--- config.mk ---
export PLATFORM = sky130hd
export DESIGN_NAME = zigzag_rail_transpose
export DESIGN_NICKNAME = d
export VERILOG_FILES = /design/src/hw/rtl/zrt_pkg.sv /design/src/hw/rtl/zrt_walk.sv /design/src/hw/rtl/zigzag_rail_transpose.sv
export VERILOG_INCLUDE_DIRS = /design/src /design/src/hw/rtl
export SDC_FILE = /design/constraint.sdc
export NUM_CORES = 1
export LEC_CHECK = 0
export BUFFER_PORTS_ARGS = -buffer_cell sky130_fd_sc_hd__clkbuf_2
export CAP_MARGIN = 25
export CORE_MARGIN = 5
export CORE_UTILIZATION = 40
export DETAILED_ROUTE_END_ITERATION = 8
export PLACE_DENSITY = 0.59
export SLEW_MARGIN = 15
export SYNTH_ARGS = -nofsm -noshare
export SYNTH_HDL_FRONTEND = slang
export SYNTH_SLANG_ARGS = --single-unit
--- constraint.sdc ---
create_clock -name clk -period 14.6 [get_ports clk]
set_clock_uncertainty 0.2 [all_clocks]
set_input_delay 0.73 -clock clk [delete_from_list [all_inputs] [get_ports clk]]
set_output_delay 0.73 -clock clk [all_outputs]
set_load 0.02 [all_outputs]
--- src/hw/rtl/assert_macros.svh ---
// ----------------------------------------------------------------------------
// assert_macros.svh
// Concurrent assertion macros used by the RTL. They compile away under SYNTH.
// ----------------------------------------------------------------------------
`ifndef ASSERT_MACROS_SVH
`define ASSERT_MACROS_SVH

`ifndef SYNTH

// The condition holds at every clock edge out of reset.
`define ASSERT_ALWAYS(lbl, clk, rst_n, cond) \
	lbl: assert property (@(posedge clk) disable iff (!(rst_n)) (cond)) \
		else $error("assertion failed: condition does not hold");

// The consequent holds in the same cycle as the antecedent.
`define ASSERT_IMP(lbl, clk, rst_n, ante, cons) \
	lbl: assert property (@(posedge clk) disable iff (!(rst_n)) (ante) |-> (cons)) \
		else $error("assertion failed: implication does not hold");

// The consequent holds in the cycle after the antecedent.
`define ASSERT_NEXT(lbl, clk, rst_n, ante, cons) \
	lbl: assert property (@(posedge clk) disable iff (!(rst_n)) (ante) |=> (cons)) \
		else $error("assertion failed: next-cycle implication does not hold");

`else

`define ASSERT_ALWAYS(lbl, clk, rst_n, cond)
`define ASSERT_IMP(lbl, clk, rst_n, ante, cons)
`define ASSERT_NEXT(lbl, clk, rst_n, ante, cons)

`endif

`endif

--- src/hw/rtl/zrt_pkg.sv ---
// ----------------------------------------------------------------------------
// zrt_pkg
// Shared types and constants of the zigzag rail transposition block.
// ----------------------------------------------------------------------------
package zrt_pkg;

	localparam int CHAR_W = 8;
	localparam int ROWS_W = 7;
	// Rail period 2*(rows-1) needs one bit more than the row count.
	localparam int STEP_W = ROWS_W + 1;
	// Position plus step, and comparisons against the row count.
	localparam int SUM_W  = STEP_W + 1;
	localparam int CMP_W  = ROWS_W + 1;

	localparam int PADDR_W = 3;
	localparam int PDATA_W = 32;

	// Register index taken from the word address bit.
	localparam logic REG_NUM_ROWS = 1'b0;
	localparam logic [ROWS_W-1:0] NUM_ROWS_RESET = 7'd1;

	typedef enum logic {
		ST_LOAD,
		ST_READ
	} zrt_state_t;

	typedef struct packed {
		logic busy;
		logic last;
	} zrt_walk_st_t;

endpackage

--- src/hw/rtl/zrt_walk.sv ---
// ----------------------------------------------------------------------------
// zrt_walk
// Readout address sequencer: walks the stored positions rail by rail.
// ----------------------------------------------------------------------------
module zrt_walk #(
	parameter int AW      = 6,
	parameter int CW      = 7
) (
	input  logic                        clk,
	input  logic                        arst_n,
	input  logic                        start,
	input  logic [CW-1:0]               len,
	input  logic [zrt_pkg::ROWS_W-1:0]  rails,
	input  logic                        advance,
	output logic [AW-1:0]               addr,
	output zrt_pkg::zrt_walk_st_t       stat
);

	logic                        busy_q;
	logic                        phase_q;
	logic [AW-1:0]               pos_q;
	logic [AW-1:0]               rail_q;
	logic [CW-1:0]               len_q;
	logic [zrt_pkg::ROWS_W-1:0]  rails_q;
	logic [zrt_pkg::STEP_W-1:0]  period_q;

	logic [zrt_pkg::STEP_W-1:0]  two_r;
	logic [zrt_pkg::STEP_W-1:0]  step_raw;
	logic [zrt_pkg::STEP_W-1:0]  step;
	logic [zrt_pkg::SUM_W-1:0]   next_pos;
	logic [CW-1:0]               rail_nxt;
	logic                        rail_over;
	logic                        walk_end;

	// Inner rails alternate between the down leg (period - 2r) and the up leg (2r).
	// The top and bottom rails have one leg of zero, so they step by the full period.
	always_comb begin
		two_r    = zrt_pkg::STEP_W'({rail_q, 1'b0});
		step_raw = phase_q ? two_r : (period_q - two_r);
		if (step_raw != '0) begin
			step = step_raw;
		end else if (period_q != '0) begin
			step = period_q;
		end else begin
			step = zrt_pkg::STEP_W'(1);
		end
		next_pos  = zrt_pkg::SUM_W'(pos_q) + zrt_pkg::SUM_W'(step);
		rail_over = next_pos >= zrt_pkg::SUM_W'(len_q);
		rail_nxt  = CW'(rail_q) + CW'(1);
		walk_end  = rail_over &&
			((zrt_pkg::CMP_W'(rail_nxt) >= zrt_pkg::CMP_W'(rails_q)) || (rail_nxt >= len_q));
	end

	always_ff @(posedge clk or negedge arst_n) begin
		if (!arst_n) begin
			busy_q <= 1'b0;
		end else if (start) begin
			busy_q <= 1'b1;
		end else if (advance && walk_end) begin
			busy_q <= 1'b0;
		end
	end

	always_ff @(posedge clk) begin
		if (start) begin
			pos_q    <= '0;
			rail_q   <= '0;
			phase_q  <= 1'b0;
			len_q    <= len;
			rails_q  <= rails;
			period_q <= {rails - zrt_pkg::ROWS_W'(1), 1'b0};
		end else if (advance) begin
			if (rail_over) begin
				rail_q  <= rail_nxt[AW-1:0];
				pos_q   <= rail_nxt[AW-1:0];
				phase_q <= 1'b0;
			end else begin
				pos_q   <= next_pos[AW-1:0];
				phase_q <= ~phase_q;
			end
		end
	end

	assign addr      = pos_q;
	assign stat.busy = busy_q;
	assign stat.last = busy_q && walk_end;

endmodule

--- src/hw/rtl/zigzag_rail_transpose.sv ---
// ----------------------------------------------------------------------------
// zigzag_rail_transpose
// Rail fence transposition: buffers one message, then reads it out rail by rail.
//
//   channel  signals                        direction  beat
//   input    in_valid in_stall in_char in_last   in     one character
//   output   out_valid out_stall out_char out_last out  one transposed character
//   config   psel penable pwrite paddr pwdata prdata pready  num_rows at 0x0
//
// Loading never stalls the input. The readout starts after the last character
// and delivers one beat per cycle from the single memory read port while
// out_stall is low; the first beat is read once the walk has started and is
// held in the read register.
// Input is stalled during the readout; out_stall holds the read sequencer.
// Reset takes effect at once; the character memory needs no clearing.
// ----------------------------------------------------------------------------
`include "assert_macros.svh"

module zigzag_rail_transpose #(
	parameter int MAX_LEN = 64
) (
	input  logic                          clk,
	input  logic                          arst_n,
	input  logic                          in_valid,
	output logic                          in_stall,
	input  logic [zrt_pkg::CHAR_W-1:0]    in_char,
	input  logic                          in_last,
	output logic                          out_valid,
	input  logic                          out_stall,
	output logic [zrt_pkg::CHAR_W-1:0]    out_char,
	output logic                          out_last,
	input  logic                          psel,
	input  logic                          penable,
	input  logic                          pwrite,
	input  logic [zrt_pkg::PADDR_W-1:0]   paddr,
	input  logic [zrt_pkg::PDATA_W-1:0]   pwdata,
	output logic [zrt_pkg::PDATA_W-1:0]   prdata,
	output logic                          pready
);

	localparam int AW = $clog2(MAX_LEN);
	localparam int CW = $clog2(MAX_LEN + 1);

	zrt_pkg::zrt_state_t          state_q, state_nxt;
	logic [CW-1:0]                count_q;
	logic [zrt_pkg::ROWS_W-1:0]   num_rows_q;
	logic                         out_valid_q;
	logic                         out_last_q;
	logic [zrt_pkg::CHAR_W-1:0]   rd_data_q;
	logic [zrt_pkg::CHAR_W-1:0]   char_mem [MAX_LEN];

	logic                         in_acc;
	logic                         out_acc;
	logic                         full;
	logic                         start;
	logic                         issue;
	logic [CW-1:0]                msg_len;
	logic [zrt_pkg::ROWS_W-1:0]   rails;
	logic [AW-1:0]                rd_addr;
	zrt_pkg::zrt_walk_st_t        walk;
	logic                         reg_wr;

	// ---------------- configuration port ----------------
	assign pready = 1'b1;
	assign reg_wr = psel && penable && pwrite && pready && (paddr[2] == zrt_pkg::REG_NUM_ROWS);

	always_ff @(posedge clk or negedge arst_n) begin
		if (!arst_n) begin
			num_rows_q <= zrt_pkg::NUM_ROWS_RESET;
		end else if (reg_wr) begin
			num_rows_q <= pwdata[zrt_pkg::ROWS_W-1:0];
		end
	end

	always_comb begin
		if (paddr[2] == zrt_pkg::REG_NUM_ROWS) begin
			prdata = zrt_pkg::PDATA_W'(num_rows_q);
		end else begin
			prdata = '0;
		end
	end

	// ---------------- control ----------------
	assign in_acc  = in_valid && !in_stall;
	assign out_acc = out_valid_q && !out_stall;
	assign full    = (count_q == CW'(MAX_LEN));
	assign start   = in_acc && in_last;
	assign msg_len = full ? count_q : (count_q + CW'(1));
	assign rails   = (num_rows_q == '0) ? zrt_pkg::ROWS_W'(1) : num_rows_q;

	always_comb begin
		state_nxt = state_q;
		unique case (state_q)
			zrt_pkg::ST_LOAD: begin
				if (start) begin
					state_nxt = zrt_pkg::ST_READ;
				end
			end
			zrt_pkg::ST_READ: begin
				if (issue && walk.last) begin
					state_nxt = zrt_pkg::ST_LOAD;
				end
			end
			default: state_nxt = zrt_pkg::ST_LOAD;
		endcase
	end

	// In ST_READ, a busy walk reads when the output is empty or drains.
	always_comb begin
		in_stall = 1'b1;
		issue    = 1'b0;
		unique case (state_q)
			zrt_pkg::ST_LOAD: in_stall = 1'b0;
			zrt_pkg::ST_READ: issue = walk.busy && (!out_valid_q || !out_stall);
			default: in_stall = 1'b1;
		endcase
	end

	always_ff @(posedge clk or negedge arst_n) begin
		if (!arst_n) begin
			state_q     <= zrt_pkg::ST_LOAD;
			count_q     <= '0;
			out_valid_q <= 1'b0;
		end else begin
			state_q <= state_nxt;
			if (start) begin
				count_q <= '0;
			end else if (in_acc && !full) begin
				count_q <= count_q + CW'(1);
			end
			if (issue) begin
				out_valid_q <= 1'b1;
			end else if (out_acc) begin
				out_valid_q <= 1'b0;
			end
		end
	end

	// ---------------- character memory ----------------
	always_ff @(posedge clk) begin
		if (in_acc && !full) begin
			char_mem[count_q[AW-1:0]] <= in_char;
		end
	end

	// The read register doubles as the output register; it holds while stalled.
	always_ff @(posedge clk) begin
		if (issue) begin
			rd_data_q  <= char_mem[rd_addr];
			out_last_q <= walk.last;
		end
	end

	zrt_walk #(
		.AW      (AW),
		.CW      (CW)
	) u_walk (
		.clk     (clk),
		.arst_n  (arst_n),
		.start   (start),
		.len     (msg_len),
		.rails   (rails),
		.advance (issue),
		.addr    (rd_addr),
		.stat    (walk)
	);

	assign out_valid = out_valid_q;
	assign out_char  = rd_data_q;
	assign out_last  = out_last_q;

	// ---------------- assertions ----------------
	`ASSERT_ALWAYS(a_count_bound, clk, arst_n, count_q <= CW'(MAX_LEN))
	`ASSERT_IMP(a_walk_only_in_read, clk, arst_n, walk.busy, state_q == zrt_pkg::ST_READ)
	`ASSERT_NEXT(a_out_hold, clk, arst_n, out_valid_q && out_stall, out_valid_q && $stable(out_char))

endmodule

; ---- Word-level counts from Yosys, hierarchy flattened
; Memories as Yosys holds them, arrays and structs flattened. A register that Yosys moved wholly into a read port is not among the register bits.
; Index checks and enable logic that the tools add are counted.
; W data, S select, Z words.
[op_classes]
bitwise = 3
magnitude_cmp = 3
n_reduce_logical = 24
n_mux = 21
add_sub_neg = 5
eq_ne = 1
[ops]
columns = cell, n
row1 = $mux W7, 5
row2 = $mux W8, 3
row3 = $reduce_bool A8 Y1, 2
row4 = $ge A7 B7 Y1, 2
row5 = $logic_and A1 B1 Y1, 12
row6 = $mux W1, 11
row7 = $add A6 B8 Y9, 1
row8 = $ge A9 B7 Y1, 1
row9 = $sub A8 B7 Y8, 1
row10 = $add A6 B1 Y7 const B, 1
row11 = $add A7 B1 Y7 const B, 1
row12 = $eq A7 B7 Y1 const B, 1
row13 = $logic_not A7 Y1, 1
row14 = $sub A7 B1 Y7 const B, 1
row15 = $mux W6, 1
row16 = $reduce_bool A2 Y1, 3
row17 = $logic_not A1 Y1, 3
row18 = $not A1 Y1, 3
row19 = $logic_or A1 B1 Y1, 2
row20 = $pmux W1 S2, 1
row21 = $reduce_and A2 Y1, 1
[word_totals]
memories = 1
input_bits = 51
out_inout_bits = 44
ramBits = 512
ff_bits = 52
[mem_list]
columns = memory, words, word_bits, rd, rd_clocked_by_memory_dff, wr, line_no
row1 = char_mem, 64, 8, 1, 1, 1, zigzag_rail_transpose.sv:50  ; logic [zrt_pkg::CHAR_W-1:0] char_mem [MAX_LEN];

; ---- Depth between registers and ports, before layout
[depth]
depth_word = 11
ltp_mapped = 25
depth_no_buf = 24

; ---- Hierarchy
; A second synthesis with hierarchy kept.
[unflattened]
cells_unflattened = 1326
area_unflattened_um2 = 24058.1
[by_module_without_submodules]
columns = mod, instances, seq_area_each_um2, area_each_um2, cells_per_inst
row1 = zigzag_rail_transpose, 1, 16046.6, 21325.5, 1031
row2 = zrt_walk, 1, 915.9, 2732.6, 295

; ---- Worst setup path before layout
; Ideal clock, no wire load.
[synth_timing]
path_kind = register -> register
start = reg u_walk.rail_q[0]
end = reg out_last_q, in the netlist out_last, data pin
setup_time_ns = 0.255
arrival_ns = 4.690
path_stages_with_launch = 25
required_ns = 14.145
path_slack_ns = 9.455
path_cell_list = dfxtp_1 > ha_1 > inv_1 > fa_1 > a21o_1 > a211oi_1 > o31ai_2 > nor3_1 > nand2_1 > nor2_1 > and3_1 > ha_1 > inv_1 > fa_1 > o21ai_0 > a21oi_1 > inv_1 > a21oi_1 > xnor2_1 > ha_1 > a21oi_1 > o21a_1 > clkbuf_1 > a2bb2oi_1 > and2_1
[synth_rtl]
columns = element, line_no
row1 = start: declaration, zrt_walk.sv:22  ; logic [AW-1:0] rail_q;
row2 = start signal: assignment, zrt_walk.sv:74  ; rail_q <= rail_nxt[AW-1:0];
row3 = end signal: assignment, zigzag_rail_transpose.sv:150  ; out_last_q <= walk.last;
row4 = end: declaration, zigzag_rail_transpose.sv:48  ; logic out_last_q;

==> flow_results.xml <==
<?xml version="1.0" encoding="UTF-8"?>
<metrics>
  <group name="finish">
    <metric name="area_growth" unit="%">11.5</metric>
    <metric name="fillers" unit="">4937</metric>
    <metric name="fin_util" unit="">0.450</metric>
    <metric name="final_layout_size_suffix_gt1_frac" unit="">0.253</metric>
    <metric name="nets_final" unit="">1371</metric>
    <metric name="insertedDiodeCount" unit="">0</metric>
  </group>
  <group name="drt">
    <metric name="drtPass1Iterations" unit="">5</metric>
    <metric name="routed_via_density" unit="">5.50</metric>
    <metric name="detail_route.iter0.violations" unit="">909</metric>
    <metric name="routedWlPerCell" unit="um">25.1</metric>
    <metric name="remaining_drc_errors" unit="">0</metric>
    <metric name="via_count" unit="">11600</metric>
    <metric name="route.antenna.remaining_nets" unit="">0</metric>
    <metric name="routed_wl" unit="um">52600</metric>
  </group>
  <group name="critical_path">
    <metric name="critical_path.reg2reg.endpoint" unit="">out_last</metric>
    <metric name="worstSetupPathType" unit="">flop to flop</metric>
    <metric name="critical_path.max_fanout" unit="">9</metric>
    <metric name="critical_path_required" unit="ps">14760</metric>
    <metric name="crit_path_end_kind" unit="">flop</metric>
    <metric name="reg2reg_depth" unit="">23</metric>
    <metric name="crit_path_start_kind" unit="">flop</metric>
    <metric name="critPathArrivalTime" unit="ps">6270</metric>
    <metric name="setup.reg_to_reg.worst_slack" unit="ps">8490</metric>
    <metric name="worstReg2RegStart" unit="">u_walk.rail_q[0]</metric>
  </group>
  <group name="timing">
    <metric name="fmax" unit="MHz">164</metric>
    <metric name="fin_setup_tns" unit="ps">0</metric>
    <metric name="maxSlewHeadroom" unit="">0.348</metric>
    <metric name="worst_slew_pin_slew" unit="ps">975</metric>
    <metric name="final-setup-viol-count" unit="">0</metric>
    <metric name="holdWs" unit="ps">137</metric>
    <metric name="grt_setup_unrepaired" unit="">no</metric>
    <metric name="report.final.hold_viol_count" unit="">0</metric>
    <metric name="report.final.slew_viol_count" unit="">0</metric>
    <metric name="period_needed" unit="ps">6110</metric>
    <metric name="min_period_over_period" unit="">0.419</metric>
  </group>
  <group name="clock_network">
    <metric name="post-cts-setup-buffers" unit="">0</metric>
    <metric name="cts.clk_slew.worst_paths" unit="ps">60</metric>
    <metric name="worst_skew_pair.late_latency" unit="ps">610</metric>
    <metric name="clock_tree_from_tritoncts" unit="">done</metric>
    <metric name="clock-sinks" unit="">572</metric>
    <metric name="cts_hold_buf" unit="">1</metric>
    <metric name="post_cts_resized" unit="">0</metric>
    <metric name="clock_path_buffers" unit="">3</metric>
    <metric name="htreeDepth" unit="">2</metric>
    <metric name="cts_inserted_buffers" unit="">58</metric>
    <metric name="cts-root-buf" unit="">sky130_fd_sc_hd__clkbuf_16</metric>
  </group>
  <group name="die">
    <metric name="die-height" unit="um">254</metric>
    <metric name="overall_die_area" unit="um^2">64400</metric>
    <metric name="dieWidth" unit="um">254</metric>
    <metric name="pin_count" unit="">95</metric>
    <metric name="rows" unit="">89</metric>
    <metric name="core_area" unit="um^2">58900</metric>
    <metric name="initial_core_util" unit="">0.404</metric>
  </group>
  <group name="power_and_ir_drop">
    <metric name="ir_drop" unit="uV">144</metric>
    <metric name="power_density" unit="nW/um^2">186</metric>
    <metric name="p_leak" unit="uW">0.00858</metric>
  </group>
  <group name="grt">
    <metric name="grt-ovfl-total" unit="">0</metric>
    <metric name="antenna_found_initial" unit="">0</metric>
    <metric name="grt_first_pass_wirelength" unit="um">77600</metric>
    <metric name="number_of_global_route_vias_before_repair" unit="">11400</metric>
    <metric name="grt.total_usage" unit="">0.163</metric>
    <metric name="grt_max_degree" unit="">98</metric>
  </group>
  <group name="yosys">
    <metric name="netlist-cell-type-count" unit="">63</metric>
    <metric name="post_synth.cell_area_avg" unit="um^2">19.4</metric>
    <metric name="syn-instance-count" unit="">1224</metric>
    <metric name="yosysWarningCount" unit="">0</metric>
    <metric name="synth_edf_count" unit="">542</metric>
    <metric name="syn-cell-area" unit="um^2">23800</metric>
    <metric name="synth.ff_latch_count" unit="">572</metric>
    <metric name="synth-async-reset-ratio" unit="">0.0297</metric>
    <metric name="postSynth.topFlopCell" unit="">sky130_fd_sc_hd__edfxtp_1</metric>
    <metric name="ys_seq_area_frac" unit="">0.714</metric>
  </group>
  <group name="placement">
    <metric name="finalWeightedCongestion" unit="">0.763</metric>
    <metric name="port_buffers" unit="">41</metric>
    <metric name="post-dp-hpwl" unit="um">31900</metric>
  </group>
  <group name="min_path">
    <metric name="hold_class" unit="">input pin to flop</metric>
    <metric name="hold_path.startpoint" unit="">out_stall</metric>
    <metric name="hold_depth" unit="">3</metric>
    <metric name="endpoint_of_the_worst_hold_path" unit="">out_valid</metric>
  </group>
  <group name="run_status">
    <metric name="run_status" unit="">completed</metric>
  </group>
  <group name="flow_run">
    <metric name="cap_viol_max_count" unit="">0</metric>
  </group>
</metrics>
[how the worst max path moves through the flow]
stage,start,end,slack [ps],depth (start not counted)
3_3_place_gp,u_walk.rail_q[0],out_last,8490,22
2_1_floorplan,u_walk.rail_q[0],out_last,9460,24
6_report,u_walk.rail_q[0],out_last,8490,23
4_1_cts,u_walk.rail_q[0],out_last,8460,23
3_5_place_dp,u_walk.rail_q[0],out_last,8490,23
5_1_grt,u_walk.rail_q[0],out_last,7950,23
[cell families after synthesis]
kind of cell	synth area share
simple gates	0.0378
xor+xnor	0.00811
compound gates	0.0258
fa+ha+maj	0.0217
buf+inv	0.0248
other cells	0.000316
flops	0.714
mux	0.168
[placed cells by master, fill, tap and decap left out, drive strengths merged, types with 3 or more instances in the layout]
cell type | synthesis | final
nand4 | 5 | 5
dfxtp | 13 | 13
nor2b | 10 | 10
edfxtp | 542 | 542
clkinvlp | 0 | 4
xnor2 | 14 | 14
a21oi | 18 | 18
nand2 | 32 | 32
ha | 38 | 38
dfrtp | 16 | 16
nand3 | 17 | 17
clkinv | 2 | 30
o21ai | 25 | 25
nand3b | 3 | 3
a21o | 13 | 13
conb | 2 | 26
mux2i | 8 | 8
a211oi | 5 | 5
xor2 | 8 | 8
mux4 | 168 | 168
inv | 32 | 33
mux2 | 10 | 10
buf | 48 | 16
nor3 | 10 | 10
nor4 | 5 | 5
a31oi | 6 | 6
clkbuf | 38 | 113
o211ai | 3 | 3
nand2b | 6 | 6
a22o | 5 | 5
nor2 | 93 | 93
[registers in the layout, indices dropped and copies added, names as in the netlist]
name             flops
out_valid            1
u_walk.busy_q        1
char_mem           512
out_char             8
u_walk.rail_q        6
state_q              1
out_last             1
num_rows_q           7
u_walk.rails_q       7
u_walk.phase_q       1
u_walk.len_q         7
u_walk.addr          6
u_walk.period_q      7
count_q              7
[power by group]
group          internal [uW]  switching, uW  total, uW
sequential              1870            119       1990
combinational            735            847       1580
clock                    752            607       1360
total                   3360           1570       4930
[metal layers]
layer,part of all wire,global-route usage,vias up
li1,-,-,5019
met1,0.46,0.246,6131
met2,0.47,0.256,329
met3,0.048,0.0203,75
met4,0.020,0.0400,0
met5,0,0,-
[synthesized netlist by cell type (all sizes together), types with 3 or more instances]
library cell  number  area (um^2)
xnor2             14          123
mux2              10          116
a211oi             5         42.5
clkbuf            38          143
a21oi             18         90.1
nor3              10         50.1
a22o               5         43.8
nor2              93          349
nand2b             6         37.5
nand3b             3         22.5
nand4              5         31.3
o211ai             3         32.5
o21ai             25          140
inv               32          120
a31oi              6         37.5
mux4             168         3780
edfxtp           542        16300
nor2b             10         62.6
buf               48          319
ha                38          475
nand2             32          120
nor4               5         31.3
dfrtp             16          400
nand3             17         85.1
xor2               8         70.1
mux2i              8         92.6
a21o              13         98.9
dfxtp             13          260
[through the flow]
step,instances,setup slack [ps],power (uW),instance area (um^2)
floorplan,1248,9460,3120,23900
global placement,1989,8490,3600,24700
detailed placement,1990,8490,3620,24700
CTS,2097,8460,4980,26500
global route,2099,7950,5170,26500
finish,2099,8490,4930,26500
[area by class of cell]
| class | count | area [um^2] | share of cell area |
|---|---|---|---|
| Clock inverter | 34 | 214 | 0.00807 |
| Clock buffer | 72 | 1510 | 0.0571 |
| Multi-Input combinational cell | 556 | 6310 | 0.238 |
| Timing Repair Buffer | 58 | 395 | 0.0149 |
| Tap cell | 773 | 967 | 0.0365 |
| Inverter | 34 | 128 | 0.00482 |
| Sequential cell | 572 | 17000 | 0.640 |
[worst max-delay path: stages (launching register included)]
cell and delay (ps):
sky130_fd_sc_hd__dfxtp_1 520, sky130_fd_sc_hd__ha_1 260, sky130_fd_sc_hd__inv_1 80, sky130_fd_sc_hd__fa_1 420, sky130_fd_sc_hd__a21o_1 180, sky130_fd_sc_hd__a211oi_1 280, sky130_fd_sc_hd__o31ai_2 130, sky130_fd_sc_hd__nor3_1 320
sky130_fd_sc_hd__nand2_1 80, sky130_fd_sc_hd__nor2_1 300, sky130_fd_sc_hd__and3_1 260, sky130_fd_sc_hd__ha_1 210, sky130_fd_sc_hd__inv_1 70, sky130_fd_sc_hd__fa_1 430, sky130_fd_sc_hd__o21ai_0 340, sky130_fd_sc_hd__a21oi_1 160
sky130_fd_sc_hd__inv_1 70, sky130_fd_sc_hd__a21oi_1 70, sky130_fd_sc_hd__xnor2_1 170, sky130_fd_sc_hd__ha_1 260, sky130_fd_sc_hd__a21oi_1 190, sky130_fd_sc_hd__o21a_1 400, sky130_fd_sc_hd__a2bb2oi_1 230, sky130_fd_sc_hd__and2_1 220
Power figures use the tool's default switching activity.
